==> src/sv/wpyz_div.sv <==
`default_nettype none
// ----------------------------------------------------------------------------
// wpyz_div
// Pipelined restoring divider: one quotient bit per stage, with an
// overflow flag raised when the quotient does not fit in QB bits.
// ----------------------------------------------------------------------------
module wpyz_div #(
   parameter int W  = 8,
   parameter int QB = 4
) (
   input  logic          clock,
   input  logic          enable,
   input  logic [W-1:0]  num,
   input  logic [W-1:0]  den,
   output logic [QB-1:0] quot,
   output logic          ovf
);

   logic [W-1:0]  rem_ff  [QB+1];
   logic [W-1:0]  den_ff  [QB+1];
   logic [QB-1:0] quot_ff [QB+1];
   logic          ovf_ff  [QB+1];

   // overflow check, then one compare and subtract per stage
   always_ff @(posedge clock) begin
      if (enable) begin
         rem_ff[0]  <= num;
         den_ff[0]  <= den;
         quot_ff[0] <= '0;
         ovf_ff[0]  <= (num >> QB) >= den;
         for (int k = 1; k <= QB; k++) begin
            if ((rem_ff[k-1] >> (QB - k)) >= den_ff[k-1]) begin
               rem_ff[k]  <= rem_ff[k-1] - (den_ff[k-1] << (QB - k));
               quot_ff[k] <= quot_ff[k-1] | (QB'(1) << (QB - k));
            end else begin
               rem_ff[k]  <= rem_ff[k-1];
               quot_ff[k] <= quot_ff[k-1];
            end
            den_ff[k] <= den_ff[k-1];
            ovf_ff[k] <= ovf_ff[k-1];
         end
      end
   end

   assign quot = quot_ff[QB];
   assign ovf  = ovf_ff[QB];

endmodule
`default_nettype wire

==> config.mk <==
export PLATFORM = sky130hd
export DESIGN_NAME = wpyz_div
export DESIGN_NICKNAME = d
export VERILOG_FILES = /design/src/sv/wpyz_div.sv
export SDC_FILE = /design/constraint.sdc
export NUM_CORES = 1
export LEC_CHECK = 0
export BUFFER_PORTS_ARGS = -buffer_cell sky130_fd_sc_hd__clkbuf_2
export CORE_UTILIZATION = 35
export DETAILED_ROUTE_END_ITERATION = 12
export GPL_TIMING_DRIVEN = 0
export HOLD_SLACK_MARGIN = 0.08
export PLACE_DENSITY = 0.54
export SLEW_MARGIN = 30
export SYNTH_ARGS = -nofsm -noshare
export SYNTH_HDL_FRONTEND = slang
export SYNTH_SLANG_ARGS = --single-unit
==> constraint.sdc <==
create_clock -name clock -period 3.1 [get_ports clock]
set_clock_uncertainty 0.2 [all_clocks]
set_input_delay 0.31 -clock clock [delete_from_list [all_inputs] [get_ports clock]]
set_output_delay 0.31 -clock clock [all_outputs]
set_load 0.01 [all_outputs]
==> metrics.yaml, run 1 <==
status: "complete, no violations"
drtAntennaViolNets: 0
post_cts_buffers: 0
report.final.hold_viol_count: 0
grt_first_pass_wirelength_mm: 9.418
antenna_found_initial: 0
reg2reg_setup_slack_ns: 0.30
dpl_worst_slack_ns: 0.3025
start_kind: "flop"
synth_top_area_share_pct: 63.88
die_x_um: 105.0
worstMarginPinSlew_ns: 0.7258
cts_root_buf: "clkbuf_8"
drc: 0
synth_edf_count: 79
yosysWarnings: 0
initial_core_util_pct: 35.97
path_clk_slew_ns: 0.10
cp_cell_sequence: "ha_1, fa_1, nand2b_1, a21oi_1, a41oi_1, o21ai_2, mux2_2"
synth_cell_types: 39
grt-ovfl-total: 0
syn-num-nets: 307
whs_ns: 0.2118
finalNetCount: 356
cp.required_ns: 3.01
holdCritPathClass: "reg -> reg"
finalWeightedCongestion: 0.8280
finalCriticalPeriod_ns: 2.801
max_slew_margin_pct: 51.61
wl_per_cell_um: 12.37
grt_pass1_vias: 2091
numCtsBuffers: 9
critPathKind: "reg -> reg"
crit-reg2reg-launch: "den_ff[0][8]"
power_density_nw_per_um2: 591.5
crit_fanout: 7
vias: 2032
htreeDepth: 3
max_freq_mhz: 357.0
cp-startpoint: "den_ff[0][8]"
portBuffers: 22
rr_worst_depth: 7
grt_max_degree: 54
diodes: 0
wl_mm: 5.519
cp_slowest_cell: "edfxtp_1"
fin_crit_sh_pct: 90.36
syn_avg_cell_area_um2: 14.51
cts_resized: 0
path_depth: 7
synth_cells: 256
ys_seq_area_share_pct: 63.88
synthTopCellsByArea: "edfxtp_1 64%, ha_1 10%, inv_1 4.0%, fa_1 1.6%, mux2_2 1.5%"
dpl.hpwl_mm: 3.872
insertion_delay_ns: 0.36
worst_setup_path_end_kind: "flop"
cts_hold_buf: 16
drv_cap: 0
core_um2: 10320
nFillCells: 942
synth.largest_area_cell: "edfxtp_1"
synth_common_cells: "79 x edfxtp_1, 40 x inv_1, 30 x ha_1"
io-pin-count: 23
cts_tree: "yes"
die_area_um2: 11030
drive_gt1_share_pct: 17.42
finalSetupViolations: 0
via_per_inst: 4.556
maxSlewViolCount: 0
setup_slack_ns: 0.2988
drtPass1Iterations: 4
numClockSinks: 79
timing.rr.end: "rem_ff[2][6]"
rows: 37
ys_seq_elements: 79
arrival_ns: 2.71
async_flop_share_pct: 0
die_h_um: 105.0
cts_buffer_depth: 2
cp_top_family: "compound AO/OA/AOI/OAI gates"
endpoint: "rem_ff[2][6]"
grt_use_total_pct: 11.18
yosys_most_used_dff: "edfxtp_1"
crit_path_max_incr_delay_ns: 0.42
finalPower_mw: 2.576
syn-cell-area_um2: 3714
drt-initial-drc-count: 51
timing.critical_path.buf_inv: 0
vdd_ir_drop_max_mv: 0.2157
areaGrowthSynthToFinish_pct: 17.28
rsz0062_at_grt: "false"
synth_most_common_cell: "edfxtp_1"
p_leak_nw: 1.792
-- area by class of cell --
type / count / area [um^2] / area share (%)
flip-flops and latches: 79 / 2372 / 54.47
multi-input cells: 132 / 1171 / 26.89
well taps: 136 / 170.2 / 3.907
repair buffers: 38 / 272.8 / 6.263
plain buffers: 5 / 20.02 / 0.4596
inverters: 40 / 150.1 / 3.447
clock inverters: 7 / 75.07 / 1.724
clock buffers: 9 / 123.9 / 2.844
-- worst min path at each step --
stage | depth (start not counted) | slack, ns | from | to
after floorplan | 0 | 0.20 | ovf_ff[0][0] | ovf_ff[0][1]
final | 0 | 0.21 | rem_ff[1][0] | rem_ff[2][0]
after global placement | 0 | 0.20 | ovf_ff[0][1] | ovf_ff[0][2]
after global routing | 0 | 0.23 | rem_ff[0][1] | rem_ff[1][1]
after detailed placement | 0 | 0.20 | rem_ff[0][1] | rem_ff[1][1]
after CTS | 0 | 0.21 | rem_ff[1][0] | rem_ff[2][0]
-- cell families after synthesis --
group                    after synthesis  share of synthesized area, %
AND/OR/NAND/NOR                       35                         5.121
XOR/XNOR                               8                         1.887
multiplexers                          12                         3.807
adder cells (fa/ha/maj)               33                         11.73
AO/OA/AOI/OAI                         44                         8.996
buffers and inverters                 45                         4.582
flip-flops                            79                         63.88
-- through the flow --
step	util, %	instances	area [um^2]	TNS (ns)
final	42.19	446	4355	0
after global routing	42.19	446	4355	0
after CTS	42.19	446	4355	0
after detailed placement	38.71	414	3996	0
after global placement	38.69	414	3994	-0.5166
after floorplan	-	256	3714	0
-- layout by cell type, fill, tap and decap left out, types with 2 or more instances in the layout --
cell,instances
a211o_1,2
a21o_1,5
a21oi_1,9
clkbuf_1,4
clkbuf_2,21
clkbuf_8,9
dlygate4sd3_1,16
edfxtp_1,79
fa_1,3
ha_1,30
inv_1,40
inv_6,2
inv_8,3
mux2_2,5
mux2_4,3
mux2i_1,4
nand2_1,7
nand2b_1,2
nand3_1,3
nor2_1,8
nor2b_1,5
nor3_1,3
o21a_1,2
o21ai_0,11
o21ai_2,2
o31a_1,3
o31ai_1,2
o41ai_4,2
xnor2_1,5
xor2_1,3
-- power breakdown --
part	internal, mW	switching [mW]	leakage [nW]	total, mW
registers	1.31	0.0433	0.773	1.35
logic	0.224	0.237	0.920	0.460
clock network	0.320	0.445	0.0990	0.765
total	1.85	0.725	1.79	2.58
-- metal layers --
| metal | up-vias | global-route usage (%) | part of all wire, % | wire length (um) |
|---|---|---|---|---|
| li1 | 1034 | - | - | - |
| met1 | 954 | 12.40 | 45 | 2465 |
| met2 | 31 | 19.16 | 50 | 2767 |
| met3 | 13 | 2.870 | 2.6 | 142 |
| met4 | 0 | 6.942 | 2.6 | 143 |
| met5 | - | 0 | 0 | 0 |
-- sequential cells by signal, indices dropped and copies added (netlist names) --
signal	cells
quot_ff	10
den_ff	32
rem_ff	32
ovf_ff	5
(Power assumes the default switching activity.)
==> run 2: changes to the inputs <==
--- a/config.mk
+++ b/config.mk
@@ -6,11 +6,12 @@
 export NUM_CORES = 1
 export LEC_CHECK = 0
 export BUFFER_PORTS_ARGS = -buffer_cell sky130_fd_sc_hd__clkbuf_2
-export CORE_UTILIZATION = 35
+export CORE_MARGIN = 2
+export CORE_UTILIZATION = 40
 export DETAILED_ROUTE_END_ITERATION = 12
 export GPL_TIMING_DRIVEN = 0
 export HOLD_SLACK_MARGIN = 0.08
-export PLACE_DENSITY = 0.54
+export PLACE_DENSITY = 0.59
 export SLEW_MARGIN = 30
 export SYNTH_ARGS = -nofsm -noshare
 export SYNTH_HDL_FRONTEND = slang
==> constraint.sdc (replaced) <==
create_clock -name clock -period 3.1 [get_ports clock]
set_clock_uncertainty 0.2 [all_clocks]
set_input_delay 0.31 -clock clock [delete_from_list [all_inputs] [get_ports clock]]
set_output_delay 0.31 -clock clock [all_outputs]
set_load 0.02 [all_outputs]
==> run 2 against run 1 <==
Sequential power hardly changed. Sequential share of layout area up 0.24 points. Register-to-register slack worse by 0.06 ns. Flip-flop and latch count stayed put. Power grew 2.4%. Fmax decreased by 2.0%. Worst hold slack better by 0.012 ns. Global-route usage increased by 1.8 points. Critical path type unchanged.
==> metrics.yaml, run 2 (same netlist as run 1, synthesis figures left out) <==
power_density_nw_per_um2: 608.2  # was 591.5 nW/um^2
antenna_found_initial: 0  # unchanged
cts_buffer_depth: 2  # unchanged
maxSlewViolCount: 0  # unchanged
htreeDepth: 3  # unchanged
core_um2: 9109  # was 10320 um^2
grt_use_total_pct: 12.96  # was 11.18%
drtAntennaViolNets: 0  # unchanged
vias: 2047  # was 2032
dpl_cell_area_um2: 3965  # was 3996 um^2
crit-reg2reg-launch: "rem_ff[2][1]"  # was den_ff[0][8]
dpl_worst_slack_ns: 0.2932  # was 0.3025 ns
reg_top3: "den_ff (32), rem_ff (32), quot_ff (10)"  # unchanged
numCtsBuffers: 9  # unchanged
worstHoldEndpoint: "rem_ff[2][1]"  # was rem_ff[2][0]
holdCritPathClass: "reg -> reg"  # unchanged
worst_setup_path_end_kind: "flop"  # unchanged
drtPass1Iterations: 4  # unchanged
reg2reg_setup_slack_ns: 0.24  # was 0.30 ns
fin_crit_sh_pct: 92.25  # was 90.36%
critPathKind: "reg -> reg"  # unchanged
arrival_ns: 2.74  # was 2.71 ns
grt_max_degree: 54  # unchanged
io-pin-count: 23  # unchanged
cts_resized: 0  # unchanged
cts_tree: "yes"  # unchanged
cp.required_ns: 2.98  # was 3.01 ns
fin_tns_setup_ns: 0  # unchanged
crit_fanout: 10  # was 7
status: "complete, no violations"  # unchanged
whs_ns: 0.2241  # was 0.2118 ns
timing.rr.end: "rem_ff[3][1]"  # was rem_ff[2][6]
insertion_delay_ns: 0.34  # was 0.36 ns
die_area_um2: 10070  # was 11030 um^2
vdd_ir_drop_max_mv: 0.2993  # was 0.2157 mV
setup_slack_ns: 0.2402  # was 0.2988 ns
die_h_um: 100.4  # was 105.0 um
holdPathStages: 0  # unchanged
dpl.hpwl_mm: 3.984  # was 3.872 mm
finalSetupViolations: 0  # unchanged
final_common_cell: "edfxtp_1"  # unchanged
wl_per_cell_um: 13.46  # was 12.37 um
worstMarginPinSlew_ns: 0.7132  # was 0.7258 ns
diodes: 0  # unchanged
max_freq_mhz: 349.7  # was 357.0 MHz
drv_cap: 0  # unchanged
rsz0062_at_grt: "false"  # unchanged
p_leak_nw: 1.792  # about the same
report.final.hold_viol_count: 0  # unchanged
grt_first_pass_wirelength_mm: 10.02  # was 9.418 mm
via_per_inst: 4.874  # was 4.556
drive_gt1_share_pct: 16.83  # was 17.42%
finalNetCount: 356  # unchanged
portBuffers: 22  # unchanged
stdcell_area_um2: 4337  # was 4355 um^2
drc: 0  # unchanged
finalPower_mw: 2.638  # was 2.576 mW
grt-ovfl-total: 0  # unchanged
rows: 35  # was 37
wl_mm: 5.654  # was 5.519 mm
min_from: "rem_ff[1][1]"  # was rem_ff[1][0]
grt_pass1_vias: 2225  # was 2091
finalWeightedCongestion: 0.7870  # was 0.8280
max_slew_margin_pct: 52.45  # was 51.61%
finalCriticalPeriod_ns: 2.860  # was 2.801 ns
drt-initial-drc-count: 60  # was 51
start_kind: "flop"  # unchanged
areaGrowthSynthToFinish_pct: 16.78  # was 17.28%
cts_root_buf: "clkbuf_8"  # unchanged
die_x_um: 100.4  # was 105.0 um
rr_worst_depth: 9  # was 7
final_cell_mix: "79 x edfxtp_1, 40 x inv_1, 30 x ha_1"  # unchanged
path_clk_slew_ns: 0.08  # was 0.10 ns
numClockSinks: 79  # unchanged
initial_core_util_pct: 40.77  # was 35.97%
-- run 2: cell types whose count changed in the layout (fill, tap and decap cells not counted) --
cell | previous run | this run
clkinv_8 | 1 | 0
bufinv_16 | 0 | 2
clkinvlp_4 | 1 | 2
inv_6 | 2 | 0
clkinv_4 | 0 | 1
inv_8 | 3 | 0
clkbuf_1 | 4 | 5
-- run 2: area by class of cell --
type                    instances  area [um^2]
clock inverters                 5        83.83
clock buffers                  10        127.6
fillers                       786         4772
repair buffers                 38        272.8
multi-input cells             132         1171
inverters                      40        150.1
well taps                     111        138.9
plain buffers                   5        20.02
flip-flops and latches         79         2372
-- run 2: what timing repair did --
action | in CTS | in global routing
hold buffers | 16 | 0
hold endpoints to repair | 16 | 0
setup buffers | 0 | 0
-- run 2: critical path, stage by stage (launching register included) --
cell and delay [ns]:
edfxtp_1 0.39, inv_1 0.08, ha_1 0.18, inv_1 0.06
fa_1 0.41, a21oi_1 0.22, nor2_1 0.12, o41ai_4 0.51
buf_2 0.29, o21ai_0 0.13
-- run 2: per-stage QoR --
stage	utilization [%]	std cells
3_3_place_gp	43.50	389
6_report	47.61	420
5_1_grt	47.61	420
2_1_floorplan	-	256
4_1_cts	47.61	420
3_5_place_dp	43.53	389
-- run 2: worst max path at each step --
stage | from | endpoint | depth (start not counted)
2_1_floorplan | den_ff[0][8] | rem_ff[2][4] | 7
3_3_place_gp | enable | rem_ff[1][5] | 4
3_5_place_dp | den_ff[0][8] | rem_ff[2][5] | 7
4_1_cts | den_ff[0][8] | rem_ff[2][5] | 7
5_1_grt | rem_ff[2][1] | rem_ff[3][1] | 9
6_report | rem_ff[2][1] | rem_ff[3][1] | 9
-- run 2: per-layer routing --
| metal | track usage [%] | vias up | share of wire [%] |
|---|---|---|---|
| met1 | 14.45 | 985 | 42 |
| met2 | 23.28 | 26 | 54 |
| met3 | 3.343 | 8 | 2.4 |
| met5 | 0 | - | 0 |
| li1 | - | 1028 | - |
| met4 | 5.690 | 0 | 1.6 |
-- run 2: power breakdown --
group | switching, mW | total (mW) | internal [mW]
Clock | 0.366 | 0.817 | 0.451
Combinational | 0.244 | 0.469 | 0.224
Sequential | 0.0437 | 1.35 | 1.31
